[src/rtl/core/bprb_pkg.sv]
// ----------------------------------------------------------------------------
// bprb_pkg
// Shared types and codes of the circular byte pipe: actions, internal
// commands, status codes and configuration register indexes.
// ----------------------------------------------------------------------------
package bprb_pkg;

    localparam int unsigned ACTION_W = 3;
    localparam int unsigned BYTE_W   = 8;
    localparam int unsigned LEN_W    = 7;
    localparam int unsigned COUNT_W  = 11;
    localparam int unsigned STATUS_W = 3;
    localparam int unsigned CFG_IDX_W = 1;
    localparam int unsigned CFG_DATA_W = 11;

    typedef logic [ACTION_W-1:0]   t_action;
    typedef logic [BYTE_W-1:0]     t_byte;
    typedef logic [LEN_W-1:0]      t_len;
    typedef logic [COUNT_W-1:0]    t_count;
    typedef logic [STATUS_W-1:0]   t_status;
    typedef logic [CFG_IDX_W-1:0]  t_cfg_idx;
    typedef logic [CFG_DATA_W-1:0] t_cfg_data;

    // action codes on the input channel
    localparam t_action ACT_WRITE  = 3'd0;
    localparam t_action ACT_READ   = 3'd1;
    localparam t_action ACT_PEEK   = 3'd2;
    localparam t_action ACT_AVAIL  = 3'd3;
    localparam t_action ACT_WCLOSE = 3'd4;
    localparam t_action ACT_RCLOSE = 3'd5;
    localparam t_action ACT_BLOCK  = 3'd6;

    // result status codes
    localparam t_status STS_OK     = 3'd0;
    localparam t_status STS_EOS    = 3'd1;
    localparam t_status STS_NOCONN = 3'd2;
    localparam t_status STS_CLOSED = 3'd3;
    localparam t_status STS_FULL   = 3'd4;
    localparam t_status STS_EMPTY  = 3'd5;

    // configuration register indexes
    localparam t_cfg_idx CFG_PIPE_SIZE = 1'b0;
    localparam t_cfg_idx CFG_CONNECTED = 1'b1;

    // classified command handed from front to back
    typedef enum logic [2:0] {
        OP_WRITE,
        OP_READ,
        OP_PEEK,
        OP_AVAIL,
        OP_WCLOSE,
        OP_RCLOSE,
        OP_BLOCK,
        OP_NOP
    } t_op;

    typedef struct packed {
        t_op   op;
        t_byte data_byte;
        t_len  read_len;
    } t_cmd;

    typedef struct packed {
        t_byte   data;
        t_count  count;
        t_status status;
        logic    last;
    } t_res;

endpackage

[src/rtl/core/bprb_queue.sv]
// ----------------------------------------------------------------------------
// bprb_queue
// Two-entry command queue between the front and back ends.
// ----------------------------------------------------------------------------
module bprb_queue (
    input  logic            i_clk,
    input  logic            i_rst_n,
    input  logic            i_push_valid,
    input  bprb_pkg::t_cmd  i_push_cmd,
    output logic            o_push_ready,
    output logic            o_pop_valid,
    output bprb_pkg::t_cmd  o_pop_cmd,
    input  logic            i_pop
);
    import bprb_pkg::*;

    t_cmd       r_slot [2];
    logic       r_wr_ptr;
    logic       r_rd_ptr;
    logic [1:0] r_cnt;
    logic       w_push;
    logic       w_pop;

    assign o_push_ready = (r_cnt != 2'd2);
    assign o_pop_valid  = (r_cnt != 2'd0);
    assign o_pop_cmd    = r_slot[r_rd_ptr];
    assign w_push       = i_push_valid && o_push_ready;
    assign w_pop        = i_pop && o_pop_valid;

    always_ff @(posedge i_clk) begin
        if (w_push) begin
            r_slot[r_wr_ptr] <= i_push_cmd;
        end
        if (!i_rst_n) begin
            r_wr_ptr <= 1'b0;
            r_rd_ptr <= 1'b0;
            r_cnt    <= 2'd0;
        end else begin
            if (w_push) begin
                r_wr_ptr <= ~r_wr_ptr;
            end
            if (w_pop) begin
                r_rd_ptr <= ~r_rd_ptr;
            end
            if (w_push && !w_pop) begin
                r_cnt <= r_cnt + 2'd1;
            end else if (w_pop && !w_push) begin
                r_cnt <= r_cnt - 2'd1;
            end
        end
    end

endmodule

[config.mk]
export PLATFORM = sky130hd
export DESIGN_NAME = bprb_queue
export DESIGN_NICKNAME = d
export VERILOG_FILES = /design/src/rtl/core/bprb_pkg.sv /design/src/rtl/core/bprb_queue.sv
export SDC_FILE = /design/constraint.sdc
export NUM_CORES = 1
export LEC_CHECK = 0
export ABC_AREA = 1
export BUFFER_PORTS_ARGS = -buffer_cell sky130_fd_sc_hd__buf_2
export CORE_ASPECT_RATIO = 1.25
export CORE_MARGIN = 2
export CORE_UTILIZATION = 47
export DETAILED_ROUTE_END_ITERATION = 7
export PLACE_DENSITY_LB_ADDON = 0.25
export SLEW_MARGIN = 20
export SYNTH_ARGS = -nofsm -noshare
export SYNTH_HDL_FRONTEND = slang
export SYNTH_SLANG_ARGS = --single-unit
[constraint.sdc]
create_clock -name i_clk -period 2.5 [get_ports i_clk]
set_input_delay 0.5 -clock i_clk [delete_from_list [all_inputs] [get_ports i_clk]]
set_output_delay 0.5 -clock i_clk [all_outputs]
set_load 0.05 [all_outputs]
==> impl_results.md <==
* Vias at 886
* DRC Markers at 0
* WP data arrival at 1.65 ns
* Clock buffer depth at 2
* Final instance area at 0.00192 sq mm
* P&R area growth vs syn at 20.7%
* Die height at 69.1 um
* Latest clock arrival within the worst-skew pair at 0.29 ns
* Critical path cell sequence: buf_4, mux2_2, buf_2
* Cell depth of the worst setup path at 3
* Routed WL at 2590 um
* Max incr delay on CP at 0.46 ns
* Post-cts sizing count at 0
* Share of cells above drive strength 1 at 0.490
* FMAX at 465 MHz
* Cells after synthesis at 93
* CTS buffer count at 5
* Unrepaired setup endpoints after global routing: false
* Run status: finished clean
* Synthesized area per cell at 17.1 sq um
* Pwr Density at 1110 mW/mm^2
* Depth of the most critical reg-to-reg path at 5
* Core box area at 0.00322 sq mm
* Cell Rows at 23
* Worst vdd ir at 0.000657 V
* Port Buf Inserts at 41
* Largest net degree at the start of global routing at 14
* Period minus WS final at 2.15 ns
* CP Max Fanout at 13
* Worst hold stages at 1
* CP Capture Type: primary output
* Overall Global Routing Usage at 0.149
* Slew margin rel. at 0.651
* Buffer count from post-CTS setup fixing at 0
* First-pass GRT wire length at 4330 um
* # diodes at 0
* CTS root buffer: clkbuf_8
* Syn_nets at 116
* Synth Cell Area at 0.00159 sq mm
* Max_cap viols at 0
* Total gr overflow at 0
* Filler Cell Count at 265
* Post-DP HPWL at 1910 um
* Number of antenna violations at the first check in global routing at 0
* Area contributors post-synth: edfxtp_1, mux2_4, dfxtp_1
* Clock sink total at 41
* Finished Layout Cells at 180
* Die Wd at 56.1 um
* Synthesis Warnings at 0
* Wire per inst at 14.4 um
* Placed Area at 0.00184 sq mm
* Synth unique cells at 15
* Final period util at 0.860
* Worst setup SP type: flop
* Worst slew pin tran at 0.522 ns
* Initial Util at 0.494
* Worst setup path category: reg2out
* Yosys reg bits at 41
* Final setup viols at 0
* Initial DRC count at 23
* CTS tree: built
* H-tree level count at 2
* Setup_tns at 0 ns
* Total power at 2.13 mW
* DR pass1 iterations at 4
* Worst EP required at 2.00 ns
* Final slew viol count at 0
* Io pins at 42
* Top delay family on crit path: buffers and inverters
* Commonest non-fill, non-tap cell in the layout: buf_2
* Hold Path Class: in2reg
* Leak Pwr at 0.785 nW
* Area leader, netlist: edfxtp_1
* Hold-fix buffers, CTS at 0
* Vias per cell at 4.92
* Most frequent cells in the layout: buf_2, edfxtp_1, mux2_4, nand2_1
* Register area share after synthesis at 0.742
* Buf/Inv on CP at 2
* Die footprint at 0.00387 sq mm
* Detail Route Antenna Nets at 0
* Clock Skews at 0.00604 ns
* Top-area cell type share of the netlist area at 0.679
* Hold Vio Cnt, Final at 0
* Gpl congestion at 0.639
* Vias in the first global route at 959
* Slowest cell on crit path: dfxtp_1
* Placed Cells at 172
* Final Net Count at 165
* Final cell utilization of the core at 0.596
* Worst-path clk slew at 0.07 ns
synth_stat cells:
library cell	count
nand3_1	1
o21ai_0	2
mux2_4	10
mux2_2	8
o21a_1	1
nand2_1	9
nor2_1	8
nand4_1	1
buf_12	1
edfxtp_1	36
a21oi_1	1
dfxtp_1	5
buf_6	1
inv_1	8
ha_1	1
registers in the layout, summed over array words and instances (netlist names), named ones only:
| signal | count |
|---|---|
| r_rd_ptr | 1 |
| r_wr_ptr | 1 |
| r_cnt | 2 |
| r_slot | 36 |
power breakdown:
| group | leakage (nW) | total, mW | switching [mW] | internal (mW) |
|---|---|---|---|---|
| registers | 0.377 | 0.915 | 0.0464 | 0.869 |
| clock network | 0.0430 | 0.390 | 0.202 | 0.188 |
| logic | 0.365 | 0.828 | 0.579 | 0.248 |
metal layers:
layer,share of wire,track usage
met1,0.36,0.162
met4,0.018,0.0635
met2,0.56,0.260
met3,0.060,0.0525
met5,0,0
layout make-up:
cell class	instances	area [sq um]	share of cell area
clock inverters	3	12.5	0.00651
repair buffers	44	228	0.118
well taps	37	46.3	0.0241
flip-flops and latches	41	1180	0.615
clock buffers	5	68.8	0.0358
multi-input cells	42	355	0.185
inverters	8	30.0	0.0156
worst reg2reg max path: stages (launching register included):
cell	delay [ns]
dfxtp_1	0.35
inv_1	0.09
nand2_1	0.09
nand2_1	0.12
nor2_2	0.44
buf_4	0.28
stage by stage:
step | hold slack (ns) | setup WS, ns
2_1_floorplan | 0.467 | 0.360
3_3_place_gp | 0.485 | 0.680
3_5_place_dp | 0.508 | 0.659
4_1_cts | 0.392 | 0.335
5_1_grt | 0.384 | 0.247
6_report | 0.398 | 0.351
path summary, 6_finish.rpt:
check | from | slack, ns | end
worst max-delay path | flop | 0.35 | o_pop_cmd[17]
worst min-delay path | i_push_cmd[11] | 0.40 | r_slot[0][11]
worst max register to register | r_cnt[0] | 0.83 | r_slot[0][2]
worst min register to register | r_wr_ptr | 0.52 | r_wr_ptr
logic make-up after synthesis:
| family | Yosys count | share of synthesized area |
|---|---|---|
| adders and majority gates | 1 | 0.00785 |
| and+or+nand+nor | 19 | 0.0471 |
| muxes | 18 | 0.151 |
| AOI/OAI and AO/OA | 4 | 0.0141 |
| buffers and inverters | 10 | 0.0385 |
| DFF | 41 | 0.742 |
(Power assumes the default switching activity.)
