<file path="config.mk">
export PLATFORM = sky130hd
export DESIGN_NAME = bprb_front_flat
export DESIGN_NICKNAME = d
export VERILOG_FILES = /design/src/rtl/core/bprb_pkg.sv /design/src/rtl/core/bprb_if.sv /design/src/rtl/core/bprb_front.sv /design/src/flat_wrapper.sv
export SDC_FILE = /design/constraint.sdc
export NUM_CORES = 1
export LEC_CHECK = 0
export ABC_AREA = 0
export CORE_AREA = 5 5 42 44
export DETAILED_ROUTE_END_ITERATION = 10
export DIE_AREA = 0 0 47 49
export DONT_BUFFER_PORTS = 1
export GPL_ROUTABILITY_DRIVEN = 0
export PLACE_DENSITY = 0.33
export SYNTH_ARGS = -nofsm -noshare
export SYNTH_HDL_FRONTEND = slang
export SYNTH_SLANG_ARGS = --single-unit
</file>
<file path="constraint.sdc">
create_clock -name vclk -period 2.9
set_clock_uncertainty 0.05 [all_clocks]
set_input_delay 0.87 -clock vclk [all_inputs]
set_output_delay 0.87 -clock vclk [all_outputs]
set_load 0.03 [all_outputs]
</file>
<file path="src/rtl/core/bprb_pkg.sv">
// ----------------------------------------------------------------------------
// bprb_pkg
// Shared types and codes of the circular byte pipe: actions, internal
// commands, status codes and configuration register indexes.
// ----------------------------------------------------------------------------
package bprb_pkg;

    localparam int unsigned ACTION_W = 3;
    localparam int unsigned BYTE_W   = 8;
    localparam int unsigned LEN_W    = 7;
    localparam int unsigned COUNT_W  = 11;
    localparam int unsigned STATUS_W = 3;
    localparam int unsigned CFG_IDX_W = 1;
    localparam int unsigned CFG_DATA_W = 11;

    typedef logic [ACTION_W-1:0]   t_action;
    typedef logic [BYTE_W-1:0]     t_byte;
    typedef logic [LEN_W-1:0]      t_len;
    typedef logic [COUNT_W-1:0]    t_count;
    typedef logic [STATUS_W-1:0]   t_status;
    typedef logic [CFG_IDX_W-1:0]  t_cfg_idx;
    typedef logic [CFG_DATA_W-1:0] t_cfg_data;

    // action codes on the input channel
    localparam t_action ACT_WRITE  = 3'd0;
    localparam t_action ACT_READ   = 3'd1;
    localparam t_action ACT_PEEK   = 3'd2;
    localparam t_action ACT_AVAIL  = 3'd3;
    localparam t_action ACT_WCLOSE = 3'd4;
    localparam t_action ACT_RCLOSE = 3'd5;
    localparam t_action ACT_BLOCK  = 3'd6;

    // result status codes
    localparam t_status STS_OK     = 3'd0;
    localparam t_status STS_EOS    = 3'd1;
    localparam t_status STS_NOCONN = 3'd2;
    localparam t_status STS_CLOSED = 3'd3;
    localparam t_status STS_FULL   = 3'd4;
    localparam t_status STS_EMPTY  = 3'd5;

    // configuration register indexes
    localparam t_cfg_idx CFG_PIPE_SIZE = 1'b0;
    localparam t_cfg_idx CFG_CONNECTED = 1'b1;

    // classified command handed from front to back
    typedef enum logic [2:0] {
        OP_WRITE,
        OP_READ,
        OP_PEEK,
        OP_AVAIL,
        OP_WCLOSE,
        OP_RCLOSE,
        OP_BLOCK,
        OP_NOP
    } t_op;

    typedef struct packed {
        t_op   op;
        t_byte data_byte;
        t_len  read_len;
    } t_cmd;

    typedef struct packed {
        t_byte   data;
        t_count  count;
        t_status status;
        logic    last;
    } t_res;

endpackage

</file>
<file path="src/rtl/core/bprb_if.sv">
// ----------------------------------------------------------------------------
// bprb channel interfaces
// Valid/ready channels for input items, result items and config writes.
// ----------------------------------------------------------------------------
interface bprb_in_if;
    import bprb_pkg::*;
    logic    valid;
    logic    ready;
    t_action action;
    t_byte   data_byte;
    t_len    read_len;

    modport source (output valid, action, data_byte, read_len, input ready);
    modport sink   (input valid, action, data_byte, read_len, output ready);
endinterface


</file>
<file path="src/rtl/core/bprb_front.sv">
// ----------------------------------------------------------------------------
// bprb_front
// Accepts input items and classifies them into commands for the back end.
// ----------------------------------------------------------------------------
module bprb_front #(
    parameter int unsigned MAX_BLOCK = 64
) (
    bprb_in_if.sink         i_in,
    output logic            o_push_valid,
    output bprb_pkg::t_cmd  o_push_cmd,
    input  logic            i_push_ready
);
    import bprb_pkg::*;

    t_len w_len_clamped;

    assign w_len_clamped = (i_in.read_len > LEN_W'(MAX_BLOCK)) ? LEN_W'(MAX_BLOCK)
                                                               : i_in.read_len;

    assign i_in.ready   = i_push_ready;
    assign o_push_valid = i_in.valid;

    always_comb begin
        o_push_cmd.data_byte = i_in.data_byte;
        o_push_cmd.read_len  = LEN_W'(1);
        unique case (i_in.action)
            ACT_WRITE:  o_push_cmd.op = OP_WRITE;
            ACT_READ:   o_push_cmd.op = OP_READ;
            ACT_PEEK:   o_push_cmd.op = OP_PEEK;
            ACT_AVAIL:  o_push_cmd.op = OP_AVAIL;
            ACT_WCLOSE: o_push_cmd.op = OP_WCLOSE;
            ACT_RCLOSE: o_push_cmd.op = OP_RCLOSE;
            ACT_BLOCK: begin
                // zero-length block read answers like an unknown action
                if (i_in.read_len == '0) begin
                    o_push_cmd.op = OP_NOP;
                end else begin
                    o_push_cmd.op       = OP_BLOCK;
                    o_push_cmd.read_len = w_len_clamped;
                end
            end
            default:    o_push_cmd.op = OP_NOP;
        endcase
    end

endmodule

</file>
<file path="src/flat_wrapper.sv">
// flat-port wrapper written by rule: the top's interface ports become plain ports
module bprb_front_flat import bprb_pkg::*;
#(
    parameter int unsigned MAX_BLOCK = 64
)
  (o_push_valid, o_push_cmd, i_push_ready, i_in_valid, i_in_action, i_in_data_byte, i_in_read_len, i_in_ready);
  bprb_in_if i_in_i ();
  output logic o_push_valid;
  output bprb_pkg::t_cmd o_push_cmd;
  input  logic i_push_ready;
  input wire logic [$bits(i_in_i.valid)-1:0] i_in_valid;
  input wire logic [$bits(i_in_i.action)-1:0] i_in_action;
  input wire logic [$bits(i_in_i.data_byte)-1:0] i_in_data_byte;
  input wire logic [$bits(i_in_i.read_len)-1:0] i_in_read_len;
  output wire logic [$bits(i_in_i.ready)-1:0] i_in_ready;
  assign i_in_i.valid = i_in_valid;
  assign i_in_i.action = i_in_action;
  assign i_in_i.data_byte = i_in_data_byte;
  assign i_in_i.read_len = i_in_read_len;
  assign i_in_ready = i_in_i.ready;
  bprb_front #(.MAX_BLOCK(MAX_BLOCK)) u_core (.i_in(i_in_i), .o_push_valid(o_push_valid), .o_push_cmd(o_push_cmd), .i_push_ready(i_push_ready));
endmodule
</file>
==> flow_summary.json, run 1 <==
{
  "vias_per_cell": 3.88,
  "rsz0062_at_grt": "false",
  "fmax_mhz": 392,
  "synth.top_cells.by_count": "buf_4, and2_1, clkbuf_1, nor2_1, nor2b_1",
  "highest_layer": "met3",
  "avgRoutedWirePerCell_um": 16.0,
  "syn_to_final_growth_pct": -29.1,
  "cts_resized": 0,
  "max_slew_margin_pct": 77.4,
  "rows": 14,
  "drt-met1-wl_um": 192,
  "layout-drive-gt1-share_pct": 12.5,
  "powerDensity_nw_per_um2": 97.3,
  "critical_path_required_ns": 1.98,
  "die_x_um": 47,
  "fin_setup_tns_ns": 0,
  "period_needed_ns": 2.55,
  "fillCellCount": 166,
  "synth_area_leaders": "buf_4, and2_1, and4bb_1, nor2b_1, nor4_2",
  "slowest_stage": "a41o_1",
  "drt-initial-drc-count": 5,
  "synth.most_common_cell": "buf_4",
  "total_power_w": 0.0000130,
  "num_vias": 124,
  "synth_area_leader_cell": "buf_4",
  "seq_area_frac_synth_pct": 0,
  "final_hold_viol_count": 0,
  "slowest_delay_ns": 0.40,
  "final_area_um2": 134,
  "grt.total_usage_pct": 3.79,
  "final_max_slew_viol_count": 0,
  "outcome": "complete, no violations",
  "setup_violations": 0,
  "dr.pass1.iters": 2,
  "ys_warn_count": 0,
  "synth_cell_types": 11,
  "cp.arrival_ns": 1.63,
  "min_to": "o_push_cmd[12]",
  "portBuffers": 0,
  "worst_slew_pin_slew_ns": 0.336,
  "hold_buffers": 0,
  "synthCells": 27,
  "cts_setup_buffers": 0,
  "regArea_um2": 0,
  "dpl-instance-area_um2": 134,
  "gr-total-overflow": 0,
  "antenna_found_initial": 0,
  "die_area_um2": 2300,
  "hold_class": "in -> out",
  "nFlopsAndLatches": 0,
  "cp_max_fo": 2,
  "antenna_left": 0,
  "wirelength_um": 511,
  "syn_area_um2": 189,
  "num-clock-buffers": 0,
  "finalCritPeriodShare_pct": 88.1,
  "wl_met3_um": 159,
  "total_leakage_power_nw": 0.0518,
  "hold-worst-slack_ns": 1.69,
  "post-route-util_pct": 9.55,
  "worst-setup-path-type": "in -> out",
  "syn_avg_cell_area_um2": 7.00,
  "max_cap_viol_count": 0,
  "wl_met2_um": 160,
  "synth_top_cell_area_share_pct": 39.7,
  "crit_buf_inv": 0,
  "start_util_pct": 13.5,
  "diodes": 0,
  "path_delay_family": "compound AO/OA/AOI/OAI gates",
  "path_cells": "nor4_2, a41o_1",
  "drc_errors": 0,
  "nNetsFinal": 38,
  "worstSetupEndpointType": "output port",
  "syn_nets": 47,
  "hold_start": "i_in_data_byte[5]",
  "whs_path_depth": 0,
  "grt_pass1_wl_um": 655,
  "cp-start-kind": "primary input",
  "ir_drop_uv": 22.0,
  "core_um2": 1400,
  "die_h_um": 49,
  "io_pins": 40,
  "grt_max_degree": 6,
  "grt_pass1_vias": 136
}
==> how the worst max path moves through the flow <==
stage / cells past startpoint / startpoint / endpoint
after global placement: 2 / i_in_read_len[1] / o_push_cmd[15]
after global routing: 2 / i_in_read_len[1] / o_push_cmd[15]
final: 2 / i_in_read_len[1] / o_push_cmd[15]
after detailed placement: 2 / i_in_read_len[1] / o_push_cmd[15]
after floorplan: 2 / i_in_read_len[1] / o_push_cmd[15]
after CTS: 2 / i_in_read_len[1] / o_push_cmd[15]
==> logic make-up after synthesis <==
| group | after synthesis | synth area share, % |
|---|---|---|
| AOI/OAI and AO/OA | 2 | 9.93 |
| and+or+nand+nor | 12 | 44.4 |
| buffers and inverters | 13 | 45.7 |
==> through the flow <==
| step | setup WS [ns] | std cells |
|---|---|---|
| 2_1_floorplan | 0.457 | 27 |
| 3_3_place_gp | 0.344 | 32 |
| 3_5_place_dp | 0.340 | 32 |
| 4_1_cts | 0.336 | 32 |
| 5_1_grt | 0.297 | 32 |
| 6_report | 0.346 | 32 |
==> cells in the final DEF, fill, tap and decap left out <==
master	n
a41o_1	1
buf_4	1
nor2_1	2
a211o_1	1
nor2b_1	2
nand3b_1	1
inv_1	1
and4bb_1	1
and2_1	5
nor4_2	1
==> report_power, final <==
group	internal, W	switching, W	total [W]
Clock	0	0	0
Combinational	0.00000440	0.00000863	0.0000130
Sequential	0	0	0
==> final cells by class <==
cell class	count	area [um2]	area share, %
Timing Repair Buffer	1	7.51	5.61
Inverter	1	3.75	2.80
Tap cell	16	20.0	15.0
Multi-Input combinational cell	14	103	76.6
==> per-layer routing <==
| layer | vias to the layer above | track usage, % |
|---|---|---|
| li1 | 56 | - |
| met1 | 43 | 4.57 |
| met2 | 25 | 5.43 |
| met3 | 0 | 2.58 |
| met4 | 0 | 0.922 |
| met5 | - | 0 |
Note: power is estimated with default switching activity, not from simulation.
==> run 2: changes to the inputs <==
--- a/config.mk
+++ b/config.mk
@@ -11,7 +11,7 @@
 export DIE_AREA = 0 0 47 49
 export DONT_BUFFER_PORTS = 1
 export GPL_ROUTABILITY_DRIVEN = 0
-export PLACE_DENSITY = 0.33
+export PLACE_DENSITY = 0.3
 export SYNTH_ARGS = -nofsm -noshare
 export SYNTH_HDL_FRONTEND = slang
 export SYNTH_SLANG_ARGS = --single-unit
==> flow_summary.json, run 2 (synthesis results as in run 1) <==
{
  "final_cells": 32,
  "start_util_pct": 13.5,
  "num_vias": 132,
  "nFlopsAndLatches": 0,
  "worst_slew_pin_slew_ns": 0.305,
  "antenna_left": 0,
  "nNetsFinal": 38,
  "grt_pass1_wl_um": 648,
  "final_hold_viol_count": 0,
  "syn_to_final_growth_pct": -29.1,
  "wirelength_um": 557,
  "antenna_found_initial": 0,
  "avgRoutedWirePerCell_um": 17.4,
  "cp-start-kind": "primary input",
  "max_slew_margin_pct": 79.7,
  "core_um2": 1400,
  "io_pins": 40,
  "max_cap_viol_count": 0,
  "layout-drive-gt1-share_pct": 12.5,
  "grt_max_degree": 6,
  "powerDensity_nw_per_um2": 97.6,
  "die_area_um2": 2300,
  "regArea_um2": 0,
  "die_h_um": 49,
  "diodes": 0,
  "cts_setup_buffers": 0,
  "fillCellCount": 169,
  "rows": 14,
  "grt_pass1_vias": 138,
  "worstSetupEndpointType": "output port",
  "drt-initial-drc-count": 0,
  "dpl.cell_count": 32,
  "total_leakage_power_nw": 0.0518,
  "path_delay_family": "compound AO/OA/AOI/OAI gates",
  "grt.total_usage_pct": 3.72,
  "dpl-instance-area_um2": 134,
  "fin_setup_tns_ns": 0,
  "rsz0062_at_grt": "false",
  "path_cells": "nor4_2, a41o_1",
  "die_x_um": 47,
  "vias_per_cell": 4.13,
  "slowest_stage": "a41o_1",
  "outcome": "complete, no violations",
  "slowest_delay_ns": 0.41,
  "cts_resized": 0,
  "dr.pass1.iters": 1,
  "final_max_slew_viol_count": 0,
  "crit_buf_inv": 0,
  "hold_class": "in -> out",
  "period_needed_ns": 2.51,
  "gr-total-overflow": 0,
  "cp.arrival_ns": 1.59,
  "critical_path_required_ns": 1.98,
  "ir_drop_uv": 14.4,
  "final_area_um2": 134,
  "cp_max_fo": 2,
  "num-clock-buffers": 0,
  "finalCritPeriodShare_pct": 86.6,
  "worst-setup-path-type": "in -> out",
  "portBuffers": 0,
  "setup_violations": 0,
  "fmax_mhz": 398,
  "layout_commonest_cell": "and2_1",
  "drc_errors": 0,
  "post-route-util_pct": 9.55,
  "hold_buffers": 0,
  "most-common-layout-cells": "and2_1, nor2_1, nor2b_1"
}
==> run 2: layer usage <==
layer	vias to the layer above	GRT usage (%)	part of all wire [%]
met2	20	6.79	45
met4	0	0	0
li1	56	-	-
met5	-	0	0
met1	56	1.74	22
met3	0	5.54	34
==> run 2: cell type report <==
class | instances | area, um2 | share of cell area, %
multi-input cells | 14 | 103 | 76.6
inverters | 1 | 3.75 | 2.80
well taps | 16 | 20.0 | 15.0
repair buffers | 1 | 7.51 | 5.61
==> run 2: worst paths after layout <==
kind                               from              to  slack, ns  cells past startpoint
worst min-delay path  i_in_data_byte[5]  o_push_cmd[12]       1.69                      0
worst max-delay path   i_in_read_len[1]  o_push_cmd[15]       0.39                      2
==> run 2: per-stage QoR <==
| stage | hold slack, ns | power [W] | setup WS (ns) |
|---|---|---|---|
| 2_1_floorplan | 1.82 | 0.0000413 | 0.457 |
| 3_3_place_gp | 1.69 | 0.0000131 | 0.375 |
| 3_5_place_dp | 1.69 | 0.0000132 | 0.377 |
| 4_1_cts | 1.69 | 0.0000133 | 0.373 |
| 5_1_grt | 1.69 | 0.0000137 | 0.344 |
| 6_report | 1.69 | 0.0000131 | 0.390 |
==> run 2: report_power, final <==
part           internal (W)  switching, W
clock                     0             0
combinational    0.00000440    0.00000866
sequential                0             0
total            0.00000440    0.00000866
